==> src/rtl/hws_pkg.sv <==
// ----------------------------------------------------------------------------
// hws_pkg
// Shared types and constants for the heartbeat watchdog supervisor.
// ----------------------------------------------------------------------------
package hws_pkg;

  localparam int unsigned ClockW    = 32;
  localparam int unsigned ElapsedW  = 16;
  localparam int unsigned DeadlineW = 14;
  localparam int unsigned CountW    = 8;
  localparam int unsigned CfgIdxW   = 2;
  localparam int unsigned CfgDataW  = 32;

  // Event codes
  typedef enum logic [1:0] {
    CMD_CHECK     = 2'd0,
    CMD_HEARTBEAT = 2'd1,
    CMD_RESET_REQ = 2'd2,
    CMD_BOOT      = 2'd3
  } cmd_e;

  // Configuration register indexes
  localparam logic [CfgIdxW-1:0] CFG_STALL_DEADLINE = 2'd0;
  localparam logic [CfgIdxW-1:0] CFG_HEALTHY_UPTIME = 2'd1;
  localparam logic [CfgIdxW-1:0] CFG_MAX_RESETS     = 2'd2;
  localparam logic [CfgIdxW-1:0] CFG_WDOG_ENABLED   = 2'd3;

  // Reset values of the configuration registers
  localparam logic [DeadlineW-1:0] StallDeadlineRst = 14'd1500;
  localparam logic [ClockW-1:0]    HealthyUptimeRst = 32'd60000;
  localparam logic [CountW-1:0]    MaxResetsRst     = 8'd3;
  localparam logic                 WdogEnabledRst   = 1'b1;

  localparam logic [CountW-1:0]    CountMax         = 8'hFF;

  typedef struct packed {
    logic [DeadlineW-1:0] stall_deadline_ms;
    logic [ClockW-1:0]    uptime_clear_ms;
    logic [CountW-1:0]    max_resets;
    logic                 watchdog_enabled;
  } cfg_t;

  typedef struct packed {
    cmd_e                cmd;
    logic [ElapsedW-1:0] elapsed_ms;
    logic                watchdog_caused;
  } item_t;

  typedef struct packed {
    logic              pet;
    logic              stall_detected;
    logic [ClockW-1:0] stalled_for_ms;
    logic              stopped;
    logic [CountW-1:0] boot_count;
    logic              boot_loop_trip;
    logic              count_cleared;
    logic              direct_reboot;
  } result_t;

endpackage

==> src/rtl/hws_cfg_regs.sv <==
// ----------------------------------------------------------------------------
// hws_cfg_regs
// Configuration register file, write only.
// ----------------------------------------------------------------------------
module hws_cfg_regs (
  input  logic                          clk_i,
  input  logic                          rst_ni,
  input  logic                          cfg_we_i,
  input  logic [hws_pkg::CfgIdxW-1:0]   cfg_idx_i,
  input  logic [hws_pkg::CfgDataW-1:0]  cfg_wdata_i,
  output hws_pkg::cfg_t                 cfg_o
);

  hws_pkg::cfg_t cfg_q;

  always_ff @(posedge clk_i or negedge rst_ni) begin
    if (!rst_ni) begin
      cfg_q.stall_deadline_ms <= hws_pkg::StallDeadlineRst;
      cfg_q.uptime_clear_ms   <= hws_pkg::HealthyUptimeRst;
      cfg_q.max_resets        <= hws_pkg::MaxResetsRst;
      cfg_q.watchdog_enabled  <= hws_pkg::WdogEnabledRst;
    end else if (cfg_we_i) begin
      unique case (cfg_idx_i)
        hws_pkg::CFG_STALL_DEADLINE: begin
          cfg_q.stall_deadline_ms <= cfg_wdata_i[hws_pkg::DeadlineW-1:0];
        end
        hws_pkg::CFG_HEALTHY_UPTIME: begin
          cfg_q.uptime_clear_ms <= cfg_wdata_i[hws_pkg::ClockW-1:0];
        end
        hws_pkg::CFG_MAX_RESETS: begin
          cfg_q.max_resets <= cfg_wdata_i[hws_pkg::CountW-1:0];
        end
        hws_pkg::CFG_WDOG_ENABLED: begin
          cfg_q.watchdog_enabled <= cfg_wdata_i[0];
        end
        default: begin
          cfg_q <= cfg_q;
        end
      endcase
    end
  end

  assign cfg_o = cfg_q;

endmodule

==> src/rtl/hws_in_reg.sv <==
// ----------------------------------------------------------------------------
// hws_in_reg
// Input register stage; holds one event until the core consumes it.
// ----------------------------------------------------------------------------
module hws_in_reg (
  input  logic           clk_i,
  input  logic           rst_ni,
  input  logic           in_valid_i,
  input  hws_pkg::item_t in_item_i,
  output logic           in_stall_o,
  input  logic           take_i,
  output logic           item_valid_o,
  output hws_pkg::item_t item_o
);

  logic           valid_q;
  hws_pkg::item_t item_q;
  logic           load;

  // Stall only when holding an event that the core cannot take this cycle
  assign in_stall_o = valid_q && !take_i;
  assign load       = !in_stall_o;

  always_ff @(posedge clk_i or negedge rst_ni) begin
    if (!rst_ni) begin
      valid_q <= 1'b0;
    end else if (load) begin
      valid_q <= in_valid_i;
    end
  end

  always_ff @(posedge clk_i) begin
    if (load && in_valid_i) begin
      item_q <= in_item_i;
    end
  end

  assign item_valid_o = valid_q;
  assign item_o       = item_q;

endmodule

==> src/rtl/hws_core.sv <==
// ----------------------------------------------------------------------------
// hws_core
// Supervision state and the single-pass event evaluation.
// ----------------------------------------------------------------------------
module hws_core (
  input  logic             clk_i,
  input  logic             rst_ni,
  input  hws_pkg::cfg_t    cfg_i,
  input  logic             fire_i,
  input  hws_pkg::item_t   item_i,
  output hws_pkg::result_t result_o
);

  logic [hws_pkg::ClockW-1:0] clock_q, clock_d;
  logic [hws_pkg::ClockW-1:0] boot_time_q, boot_time_d;
  logic [hws_pkg::ClockW-1:0] progress_q, progress_d;
  logic [hws_pkg::ClockW-1:0] hb_count_q, hb_count_d;
  logic [hws_pkg::ClockW-1:0] seen_hb_q, seen_hb_d;
  logic [hws_pkg::CountW-1:0] loop_q, loop_d;
  logic                       decay_done_q, decay_done_d;
  logic                       halted_q, halted_d;

  logic [hws_pkg::ClockW-1:0] since;
  logic [hws_pkg::ClockW-1:0] uptime;
  logic [hws_pkg::CountW-1:0] loop_inc;
  hws_pkg::result_t           res;

  always_comb begin
    clock_d      = clock_q + {{(hws_pkg::ClockW-hws_pkg::ElapsedW){1'b0}}, item_i.elapsed_ms};
    boot_time_d  = boot_time_q;
    progress_d   = progress_q;
    hb_count_d   = hb_count_q;
    seen_hb_d    = seen_hb_q;
    loop_d       = loop_q;
    decay_done_d = decay_done_q;
    halted_d     = halted_q;
    loop_inc     = (loop_q == hws_pkg::CountMax) ? loop_q : loop_q + 8'd1;
    uptime       = clock_d - boot_time_q;
    since        = '0;
    res          = '0;

    case (item_i.cmd)
      hws_pkg::CMD_BOOT: begin
        // restart the run; a watchdog reset bumps the boot-loop count, others clear it
        loop_d       = item_i.watchdog_caused ? loop_inc : '0;
        boot_time_d  = clock_d;
        progress_d   = clock_d;
        seen_hb_d    = hb_count_q;
        decay_done_d = 1'b0;
        halted_d     = 1'b0;
        if (item_i.watchdog_caused && (loop_d >= cfg_i.max_resets)) begin
          res.boot_loop_trip = 1'b1;
          halted_d           = 1'b1;
        end
      end
      hws_pkg::CMD_HEARTBEAT: begin
        hb_count_d = hb_count_q + 32'd1;
      end
      hws_pkg::CMD_RESET_REQ: begin
        loop_d = '0;
        if (cfg_i.watchdog_enabled) begin
          halted_d = 1'b1;
        end else begin
          res.direct_reboot = 1'b1;
        end
      end
      default: begin
        if (!halted_q) begin
          if (hb_count_q != seen_hb_q) begin
            seen_hb_d  = hb_count_q;
            progress_d = clock_d;
          end
          if (!decay_done_q && (uptime >= cfg_i.uptime_clear_ms)) begin
            loop_d            = '0;
            decay_done_d      = 1'b1;
            res.count_cleared = 1'b1;
          end
          since = clock_d - progress_d;
          if (since >= {{(hws_pkg::ClockW-hws_pkg::DeadlineW){1'b0}},
                        cfg_i.stall_deadline_ms}) begin
            res.stall_detected = 1'b1;
            res.stalled_for_ms = since;
            halted_d           = 1'b1;
          end else begin
            res.pet = 1'b1;
          end
        end
      end
    endcase

    res.stopped    = halted_d;
    res.boot_count = loop_d;
  end

  always_ff @(posedge clk_i or negedge rst_ni) begin
    if (!rst_ni) begin
      clock_q      <= '0;
      boot_time_q  <= '0;
      progress_q   <= '0;
      hb_count_q   <= '0;
      seen_hb_q    <= '0;
      loop_q       <= '0;
      decay_done_q <= 1'b0;
      halted_q     <= 1'b0;
    end else if (fire_i) begin
      clock_q      <= clock_d;
      boot_time_q  <= boot_time_d;
      progress_q   <= progress_d;
      hb_count_q   <= hb_count_d;
      seen_hb_q    <= seen_hb_d;
      loop_q       <= loop_d;
      decay_done_q <= decay_done_d;
      halted_q     <= halted_d;
    end
  end

  assign result_o = res;

endmodule

==> src/rtl/hws_out_reg.sv <==
// ----------------------------------------------------------------------------
// hws_out_reg
// Result register; holds a finished result until downstream takes it.
// ----------------------------------------------------------------------------
module hws_out_reg (
  input  logic             clk_i,
  input  logic             rst_ni,
  input  logic             fire_i,
  input  hws_pkg::result_t result_i,
  output logic             free_o,
  output logic             out_valid_o,
  input  logic             out_stall_i,
  output hws_pkg::result_t result_o
);

  logic             valid_q;
  hws_pkg::result_t result_q;

  // Free when empty or when the held result leaves this cycle
  assign free_o = !valid_q || !out_stall_i;

  always_ff @(posedge clk_i or negedge rst_ni) begin
    if (!rst_ni) begin
      valid_q <= 1'b0;
    end else if (free_o) begin
      valid_q <= fire_i;
    end
  end

  always_ff @(posedge clk_i) begin
    if (free_o && fire_i) begin
      result_q <= result_i;
    end
  end

  assign out_valid_o = valid_q;
  assign result_o    = result_q;

endmodule

==> src/rtl/heartbeat_watchdog_supervisor_unit.sv <==
// ----------------------------------------------------------------------------
// heartbeat_watchdog_supervisor_unit
// Heartbeat watchdog supervisor: boot-loop counting, stall detection, petting.
// ----------------------------------------------------------------------------
// Path: an accepted event is loaded into the input register, then evaluated and
//   loaded into the result register once that register has room.
// Throughput: 1 event per cycle while the result channel is not stalled; the supervision state updates in one pass.
// Reset: rst_ni asynchronous, active low; clears all supervision state and
//   loads configuration defaults (deadline 1500, uptime 60000, max 3, enabled).
// ----------------------------------------------------------------------------
module heartbeat_watchdog_supervisor_unit (
  input  logic                          clk_i,
  input  logic                          rst_ni,
  // configuration write port
  input  logic                          cfg_we_i,
  input  logic [hws_pkg::CfgIdxW-1:0]   cfg_idx_i,
  input  logic [hws_pkg::CfgDataW-1:0]  cfg_wdata_i,
  // event channel
  input  logic                          in_valid_i,
  output logic                          in_stall_o,
  input  logic [1:0]                    cmd_i,
  input  logic [hws_pkg::ElapsedW-1:0]  elapsed_ms_i,
  input  logic                          watchdog_caused_i,
  // result channel
  output logic                          out_valid_o,
  input  logic                          out_stall_i,
  output logic                          pet_o,
  output logic                          stall_detected_o,
  output logic [hws_pkg::ClockW-1:0]    stalled_for_ms_o,
  output logic                          stopped_o,
  output logic [hws_pkg::CountW-1:0]    boot_count_o,
  output logic                          boot_loop_trip_o,
  output logic                          count_cleared_o,
  output logic                          direct_reboot_o
);

  hws_pkg::cfg_t    cfg;
  hws_pkg::item_t   in_item;
  hws_pkg::item_t   item;
  hws_pkg::result_t core_res;
  hws_pkg::result_t out_res;
  logic             item_valid;
  logic             out_free;
  logic             fire;

  // Pack the event fields
  assign in_item.cmd             = hws_pkg::cmd_e'(cmd_i);
  assign in_item.elapsed_ms      = elapsed_ms_i;
  assign in_item.watchdog_caused = watchdog_caused_i;

  // Evaluate the held event whenever the result register can take it
  assign fire = item_valid && out_free;

  hws_cfg_regs u_cfg (
    .clk_i       (clk_i),
    .rst_ni      (rst_ni),
    .cfg_we_i    (cfg_we_i),
    .cfg_idx_i   (cfg_idx_i),
    .cfg_wdata_i (cfg_wdata_i),
    .cfg_o       (cfg)
  );

  hws_in_reg u_in (
    .clk_i        (clk_i),
    .rst_ni       (rst_ni),
    .in_valid_i   (in_valid_i),
    .in_item_i    (in_item),
    .in_stall_o   (in_stall_o),
    .take_i       (out_free),
    .item_valid_o (item_valid),
    .item_o       (item)
  );

  hws_core u_core (
    .clk_i    (clk_i),
    .rst_ni   (rst_ni),
    .cfg_i    (cfg),
    .fire_i   (fire),
    .item_i   (item),
    .result_o (core_res)
  );

  hws_out_reg u_out (
    .clk_i       (clk_i),
    .rst_ni      (rst_ni),
    .fire_i      (fire),
    .result_i    (core_res),
    .free_o      (out_free),
    .out_valid_o (out_valid_o),
    .out_stall_i (out_stall_i),
    .result_o    (out_res)
  );

  // Unpack the result fields
  assign pet_o            = out_res.pet;
  assign stall_detected_o = out_res.stall_detected;
  assign stalled_for_ms_o = out_res.stalled_for_ms;
  assign stopped_o        = out_res.stopped;
  assign boot_count_o     = out_res.boot_count;
  assign boot_loop_trip_o = out_res.boot_loop_trip;
  assign count_cleared_o  = out_res.count_cleared;
  assign direct_reboot_o  = out_res.direct_reboot;

  // Input side stalls only when both stages are full and the output is stalled
  a_stall_needs_full: assert property (@(posedge clk_i) disable iff (!rst_ni)
    in_stall_o |-> (out_valid_o && out_stall_i))
    else $error("input stalled while the result register had room");

  // A stall declaration or a trip always leaves petting stopped
  a_stall_stops: assert property (@(posedge clk_i) disable iff (!rst_ni)
    (out_valid_o && (stall_detected_o || boot_loop_trip_o)) |-> (stopped_o && !pet_o))
    else $error("stall or trip reported without stopping");

  // A healthy-uptime clear leaves the boot-loop count at zero
  a_clear_zero: assert property (@(posedge clk_i) disable iff (!rst_ni)
    (out_valid_o && count_cleared_o) |-> (boot_count_o == '0))
    else $error("count cleared but boot count nonzero");

  // A result that is not taken holds for the next cycle
  a_result_holds: assert property (@(posedge clk_i) disable iff (!rst_ni)
    (out_valid_o && out_stall_i) |=> (out_valid_o && $stable(out_res)))
    else $error("stalled result changed");

endmodule

==> config.mk <==
export PLATFORM = sky130hd
export DESIGN_NAME = heartbeat_watchdog_supervisor_unit
export DESIGN_NICKNAME = d
export VERILOG_FILES = /design/src/rtl/hws_pkg.sv /design/src/rtl/hws_cfg_regs.sv /design/src/rtl/hws_in_reg.sv /design/src/rtl/hws_core.sv /design/src/rtl/hws_out_reg.sv /design/src/rtl/heartbeat_watchdog_supervisor_unit.sv
export SDC_FILE = /design/constraint.sdc
export NUM_CORES = 1
export LEC_CHECK = 0
export BUFFER_PORTS_ARGS = -buffer_cell sky130_fd_sc_hd__buf_2
export CAP_MARGIN = 15
export CORE_MARGIN = 2
export CORE_UTILIZATION = 40
export CTS_BUF_LIST = sky130_fd_sc_hd__clkbuf_2 sky130_fd_sc_hd__clkbuf_4 sky130_fd_sc_hd__clkbuf_8
export DETAILED_ROUTE_END_ITERATION = 16
export MAX_ROUTING_LAYER = met4
export PLACE_DENSITY = 0.67
export SLEW_MARGIN = 40
export SYNTH_ARGS = -nofsm -noshare
export SYNTH_HDL_FRONTEND = slang
export SYNTH_SLANG_ARGS = --single-unit
==> constraint.sdc <==
create_clock -name clk_i -period 16.1 [get_ports clk_i]
set_input_delay 2.415 -clock clk_i [delete_from_list [all_inputs] [get_ports clk_i]]
set_output_delay 2.415 -clock clk_i [all_outputs]
set_load 0.005 [all_outputs]
* Word level (Yosys, flattened, before mapping)
Cells that the tools add are included.
** Word-level totals
- Bits in registers :: 292
- Latch bits :: 0
- Memory bits (writable) :: 0
- Memory bits (read-only) :: 0
- Input bits :: 58
- Output and inout bits :: 48
- Word-level logic and storage cells :: 97
- Memories :: 0
** Operators by class
- Add/sub/neg operators :: 5
- $mul :: 0
- Div/mod/pow operators :: 0
- Magnitude comparators :: 3
- Equal/unequal tests :: 9
- Shift-type cells :: 0
- Mux-type cells :: 25
- Bitwise gates (word level) :: 2
- Reduce and logical (&&, ||, !) cells :: 28
** Operators by type and width (count)
- $mux W32 :: 6
- $pmux W32 S2 :: 2
- $sub A32 B32 Y32 :: 2
- $mux W33 :: 1
- $add A32 B1 Y32 const B :: 1
- $add A32 B16 Y32 :: 1
- $ge A32 B14 Y1 :: 1
- $ge A32 B32 Y1 :: 1
- $mux W8 :: 4
- $ne A32 B32 Y1 :: 1
- $pmux W8 S3 :: 1
- $reduce_and A2 Y1 :: 6
- $mux W1 :: 9
- $add A8 B1 Y8 const B :: 1
- $eq A2 B2 Y1 const B :: 4
- $eq A8 B8 Y1 const B :: 1
- $ge A8 B8 Y1 :: 1
- $reduce_and A4 Y1 :: 2
- $logic_and A1 B1 Y1 :: 6
- $logic_not A1 Y1 :: 5
- $reduce_or A5 Y1 :: 1
- $eq A2 B1 Y1 const B :: 2
- $reduce_bool A2 Y1 :: 2
- $reduce_or A4 Y1 :: 1
- other kinds (9) :: 10

* Depth between registers and ports, before layout
Gate-level depths: netlist of run 1.
- Depth in word-level cells :: 9
- Depth in mapped cells :: 33

* Hierarchy
Synthesis of run 1 repeated with hierarchy kept, for this count alone.
** Second synthesis, totals
- Cells, all modules :: 1787
- Area, all modules :: 18348.8 um2
** Modules (own cells, without submodules)
- hws_core :: instances 1, cells each 1594, area each 14188.6 um2
- hws_cfg_regs :: instances 1, cells each 118, area each 2097.0 um2
- hws_out_reg :: instances 1, cells each 50, area each 1428.9 um2
- hws_in_reg :: instances 1, cells each 24, area each 628.1 um2
- heartbeat_watchdog_supervisor_unit :: instances 1, cells each 1, area each 6.3 um2

* Least setup slack after synthesis of run 1
No wires, ideal clock.
- Path type :: register to register
- Start :: register u_in.item_q, in the netlist u_in.item_o[9]
- End :: register u_core.loop_q[2] in the netlist's numbering
- Setup time :: 0.068 ns
- Data arrival time :: 6.421 ns
- Data required time :: 16.032 ns
- Setup slack :: 9.611 ns
- Stages on the path, launching flop included :: 31
- Clock period less this slack :: 6.489 ns
- Path through :: edfxtp_1 > ha_1 > a21o_1 > a31o_1 > a21oi_2 > nand2_1 > a311oi_1 > xor2_1 > inv_1 > ha_1 > a21o_1 > a21o_1 > a21o_1 > nor3_1 > o21ai_0 > o21a_1 > a31o_2 > a221oi_1 > o21ba_2 > nor2b_1 > nor2_1 > xnor2_1 > ha_1 > a21o_1 > a21o_1 > a21oi_1 > nor4bb_1 > a2111oi_0 > a21oi_1 > nand2b_1 > a32o_1
** Between the ends
- Word-level cells in the longest chain between the ends :: 7
** RTL lines
- start: declaration :: line hws_in_reg.sv:17 : hws_pkg::item_t item_q;
- start signal: assignment :: line hws_in_reg.sv:34 : item_q <= in_item_i;
- $add A32 B16 Y32 :: line hws_core.sv:29 : clock_d = clock_q + {{(hws_pkg::ClockW-hws_pkg::ElapsedW){1'b0}}, item_i.elapsed_ms};
- via u_core.clock_d, one bit :: line hws_core.sv:14 : logic [hws_pkg::ClockW-1:0] clock_q, clock_d;
- $sub A32 B32 Y32 :: line hws_core.sv:38 : uptime = clock_d - boot_time_q;
- $ge A32 B32 Y1 :: line hws_core.sv:73 : if (!decay_done_q && (uptime >= cfg_i.uptime_clear_ms)) begin
- $logic_and A1 B1 Y1 :: line hws_core.sv:73
- $mux W8 :: line hws_core.sv:73
- $mux W8 :: line hws_core.sv:68 : if (!halted_q) begin
- $pmux W8 S3 :: line hws_core.sv:42 : case (item_i.cmd)
- end signal: assignment :: line hws_core.sv:111 : loop_q <= loop_d;
- end: declaration :: line hws_core.sv:19 : logic [hws_pkg::CountW-1:0] loop_q, loop_d;
The timed path passes the listed nets, and every way through them passes these cells.
A chain may end at the register's enable or synchronous reset.

* Worst setup path after layout of run 1
- Start :: register u_in.item_q, in the netlist u_in.item_o[5]
- End :: register u_core.loop_q[6] in the netlist's numbering
The elaborated chain is that of the path after synthesis.

==> results of run 1 <==
layer usage:
| layer | up-vias | wire length (um) | GRT usage |
|---|---|---|---|
| met3 | 72 | 2510 | 0.0348 |
| met4 | 0 | 958 | 0.0516 |
| met2 | 373 | 19300 | 0.294 |
| met1 | 6458 | 20300 | 0.258 |
| li1 | 6718 | - | - |
| met5 | - | 0 | - |
worst max-delay path, delay by kind of cell, from the launching register on:
| kind | cells | cell delay [ns] |
|---|---|---|
| flip-flops | 1 | 0.41 |
| XOR/XNOR | 1 | 0.44 |
| AND/OR/NAND/NOR | 5 | 0.67 |
| adder cells (fa/ha/maj) | 3 | 0.95 |
| AO/OA/AOI/OAI | 21 | 5.01 |
worst paths after layout:
kind / depth (start not counted) / to / slack [ns] / start
setup reg to reg: 30 / u_core.loop_q[6] / 8.51 / u_in.item_o[5]
min in group asynchronous: 1 / u_core.clock_q[21] / 1.71 / rst_ni
max in group asynchronous: 3 / u_cfg.cfg_o[41] / 12.84 / rst_ni
hold reg to reg: 2 / u_core.progress_q[21] / 0.47 / u_core.progress_q[21]
hold / removal: 2 / u_core.progress_q[21] / 0.47 / u_core.progress_q[21]
setup / recovery: 30 / u_core.loop_q[6] / 8.51 / u_in.item_o[5]
flip-flops by register name, indices dropped and copies added, names as in the netlist:
signal	cells
u_cfg.cfg_o	55
u_core.boot_time_q	32
u_core.clock_q	32
u_core.decay_done_q	1
u_core.halted_q	1
u_core.hb_count_q	32
u_core.loop_q	8
u_core.progress_q	32
u_core.seen_hb_q	32
u_in.item_o	19
u_in.item_valid_o	1
u_out.out_valid_o	1
u_out.result_o	46
logic make-up after synthesis:
family	count (synthesis)	synth area share
simple gates	539	0.151
compound gates	414	0.147
flops	292	0.422
buf+inv	203	0.0457
xor+xnor	160	0.0792
fa+ha+maj	140	0.0976
mux	94	0.0575
layout make-up:
cell class,count,area [um2],share of cell area
clock buffer,81,1010,0.0493
tap,600,751,0.0367
timing repair buffer,115,642,0.0314
inverter,150,563,0.0275
clock inverter,12,145,0.00710
multi-input combinational,1347,9690,0.474
sequential,292,7650,0.374
per-stage QoR:
stage	utilization	area, um2
finish	0.454	20500
CTS	0.453	20400
detailed placement	0.427	19300
global placement	0.427	19300
global route	0.454	20500
floorplan	-	18200
layout by cell type, fill, tap and decap left out, types with 82 or more instances in the layout:
cell     synthesis  layout
xnor2_1        120     120
inv_1          147     147
nor2_1         106     106
buf_2            2     104
mux2_2          82      82
ha_1           136     136
a21oi_1         83      83
o21ai_0        151     151
dfrtp_1        210     210
nand2_1        192     191
==> results.md, run 1 <==
- Status: completed
- Crit Path Max Fanout: 7
- Worst Hold Slack: 0.474 ns
- Clock tree sinks: 292
- CP startpoint kind: register
- Drt drc: 0
- Port buffer count: 105
- Vias per cell: 5.24
- Die ar.: 47,100 um2
- I/O Pins: 106
- Crit share post-route: 0.471
- Routed Antenna Nets: 0
- Layout Skew: 0.0362 ns
- GPL Wtd Cong: around 0.90
- Min Tclk post-route: between 7 and 8 ns
- Syn Nets: between 2,000 and 2,500
- Top-count cell post-synth: dfrtp_1
- Layout cell share with drive strength beyond 1: 0.187
- FP Rows: 78
- Clk_lat worst skew: 0.64 ns
- Gate Count Post-Synth: 1,842
- #FFs+latches synth: 292
- Post-synth EDFFs: 65
- Fillcell total: about 4,300
- Setup Fix Bufs, Post-CTS: 0
- Largest cells by area after synthesis: dfrtp_1, edfxtp_1, ha_1
- Asr flop ratio synth: 0.777
- Overall routing resource usage: 0.190
- WL final: 43,100 um
- Max-slew violation count: 0
- Yosys top cell by area: dfrtp_1
- Hold Vio Cnt, Final: 0
- Synth top cells by count: dfrtp_1, nand2_1, o21ai_0, inv_1, ha_1
- Htree depth: 2
- Grt total ovfl: 0
- Top-area cell type share of the netlist area: 0.290
- Netlist Area Pre-Place: approximately 18,000 um2
- Critical path class: register to register
- Cts repair resizes: 0
- CORE AREA: between 40,000 and 50,000 um2
- CP Capture Type: register
- Setup total negative slack: 0 ns
- Number of global-route vias before repair: about 14,000
- Dpl hpwl: 32,200 um
- Dominant synthesized flop cell: dfrtp_1
- Clock root buffer: clkbuf_8
- Final setup margin: 8.51 ns
- First-pass GRT wire length: 70,300 um
- Via Count: 13,600
- Routed len/inst: 16.6 um
- Fin cells: 2,597
- CTS Hold Bufs: 0
- Max cap viols: 0
- Post-place setup slack: 8.53 ns
- Setup-failing EPs final: 0
- RSZ-0062 raised after global routing: false
- Type of the tightest min-delay check: register to register
- Die height: 217 um
- Slew @ Worst Pin: 0.848 ns
- Pre-antenna DRT Iters: 5
- Num CTS Buffers: 53
- Clock transition at path regs: 0.07 ns
- WP data required: 16.63 ns
- Worst stage delay on the critical path: about 0.65 ns
- Die width: 217 um
- Max clock buf depth: 3
- P&R area growth vs syn: 12.7%
- Worst path most repeated cell: a21oi_1
- Yosys warning total: 0
- Crit-path slowest cell: a2111oi_1
- CTS tree: built
- ANT cells: 0
- Post-synthesis sequential area ratio: 0.422
- Largest net degree at the start of global routing: 100
- Post-synth cell types: 108
- Data arrival, critical path: 8.12 ns
- First DRT Iteration DRCs: 1,014
- # nets final: 2,156
- Initial Utilization: 0.403
- Max-slew headroom: 0.433
- Fmax: 132 MHz
- Initial antenna violation count: 1
- Inst Count DP: 2,503
- Syn Area/Cell: around 9.9 um2
Power of run 1 is not shown: default switching activity piles up to over one toggle a cycle in this logic, so the estimate is an artifact.
==> inputs of run 2 (changes only) <==
clock period = 7.59 ns   (was 16.1 ns; I/O delays follow)
==> results.md, run 2 (same netlist as run 1, synthesis figures left out) <==
- Post-route design area: 20,600 um2
- Slew @ Worst Pin: 0.815 ns
- Clock root buffer: clkbuf_8
- Hold Vio Cnt, Final: 0
- Register area: 7650 um2
- ANT cells: 0
- Util after Layout: 0.458
- Clk_lat worst skew: 0.63 ns
- Routed len/inst: 16.5 um
- Grt total ovfl: 0
- Setup Fix Bufs, Post-CTS: 0
- Status: completed
- Crit Path Max Fanout: 7
- Setup-failing EPs final: 0
- Critical path class: register to register
- Final setup margin: 0.542 ns
- CTS tree: built
- Worst Hold Depth: 2
- Via Count: around 14,000
- Crit-path slowest cell: dfrtp_1
- Pre-antenna DRT Iters: 5
- First-pass GRT wire length: 70,200 um
- # nets final: 2,168
- Fmax: roughly 140 MHz
- Dpl hpwl: 32,400 um
- CP startpoint kind: register
- Data arrival, critical path: 7.59 ns
- Overall routing resource usage: 0.190
- Layout cell share with drive strength beyond 1: 0.196
- Max FFs per register: 55
- CP Capture Type: register
- P&R area growth vs syn: 13.6%
- Number of global-route vias before repair: approximately 14,000
- Max cap viols: 0
- WP data required: 8.13 ns
- Layout Skew: 0.0286 ns
- GPL Wtd Cong: 0.916
- Worst path most repeated cell: a21o_1
- Type of the tightest min-delay check: register to register
- Commonest cells after routing, fill and taps aside: dfrtp_1, nand2_1, o21ai_0
- Port buffer count: 105
- Initial Utilization: 0.403
- FP Rows: 78
- RSZ-0062 raised after global routing: false
- I/O Pins: between 100 and 150
- First DRT Iteration DRCs: 867
- Max-slew headroom: 0.456
- Max-slew violation count: 0
- Die height: between 200 and 250 um
- CORE AREA: 45,100 um2
- Routed Antenna Nets: 0
- Largest net degree at the start of global routing: 94
- Vias per cell: approximately 5.2
- Num CTS Buffers: 53
- Commonest non-fill, non-tap cell in the layout: dfrtp_1
- Clock transition at path regs: 0.06 ns
- Reg2reg path depth: 33
- Htree depth: 2
- Crit share post-route: 0.929
- Max clock buf depth: 3
- Clock tree sinks: 292
- Die width: 217 um
- Drt drc: 0
- WL final: 43,200 um
- Initial antenna violation count: 0
- Fillcell total: 4,214
- Post-place setup slack: 0.335 ns
- Multi-input logic area: 9710 um2
- Worst stage delay on the critical path: 0.39 ns
- Setup total negative slack: 0 ns
- Min Tclk post-route: 7.05 ns
- Dpl cell area: 19,400 um2
- Die ar.: 47,100 um2
## run 2: cell types whose count changed in the layout (fill, tap and decap cells not counted), sizes merged
cell | previous run | this run
inv | 153 | 152
bufinv | 3 | 5
clkbuf | 81 | 78
clkinv | 5 | 9
clkinvlp | 1 | 5
buf | 115 | 127
## run 2: cell type report
cell class / instances / share of cell area
clock inverter: 21 / 0.0121
timing repair buffer: 127 / 0.0363
multi-input combinational: 1347 / 0.471
tap: 600 / 0.0364
sequential: 292 / 0.371
inverter: 150 / 0.0273
clock buffer: 78 / 0.0463
## run 2: final timing paths
check / startpoint / to / slack [ns]
setup / recovery: u_core.clock_q[0] / u_core.loop_q[7] / 0.54
hold / removal: u_core.progress_q[1] / u_core.progress_q[1] / 0.47
setup reg to reg: u_core.clock_q[0] / u_core.loop_q[7] / 0.54
hold reg to reg: u_core.progress_q[1] / u_core.progress_q[1] / 0.47
max in group asynchronous: rst_ni / u_cfg.cfg_o[1] / 5.84
min in group asynchronous: rst_ni / u_core.hb_count_q[5] / 0.51
## run 2: per-layer routing
| layer | GRT usage | part of all wire | vias up |
|---|---|---|---|
| met5 | - | 0 | - |
| met4 | 0.0559 | 0.022 | 0 |
| met2 | 0.294 | 0.45 | 333 |
| li1 | - | - | 6760 |
| met1 | 0.257 | 0.48 | 6555 |
| met3 | 0.0340 | 0.052 | 70 |
## run 2: critical path: cells and delay by family, from the launching register on
family	cells	cell delay, ns
AOI/OAI and AO/OA	17	3.57
xor gates and xnor gates	2	0.35
adders and majority gates	4	1.03
buffers and inverters	3	0.36
DFF	1	0.39
and+or+nand+nor	7	1.27
## run 2: repair_timing
action	4_1_cts	5_1_grt
gates resized for setup	0	4
setup endpoints to repair	0	16
hold buffers	0	0
endpoints found under the hold margin	0	0
## run 2: per-stage QoR
step	cells	hold slack (ns)
final	2615	0.475
after global routing	2615	0.495
after CTS	2615	0.477
after detailed placement	2516	0.466
after global placement	2514	0.459
after floorplan	1842	0.445
Power of run 2 is left out for the same reason.
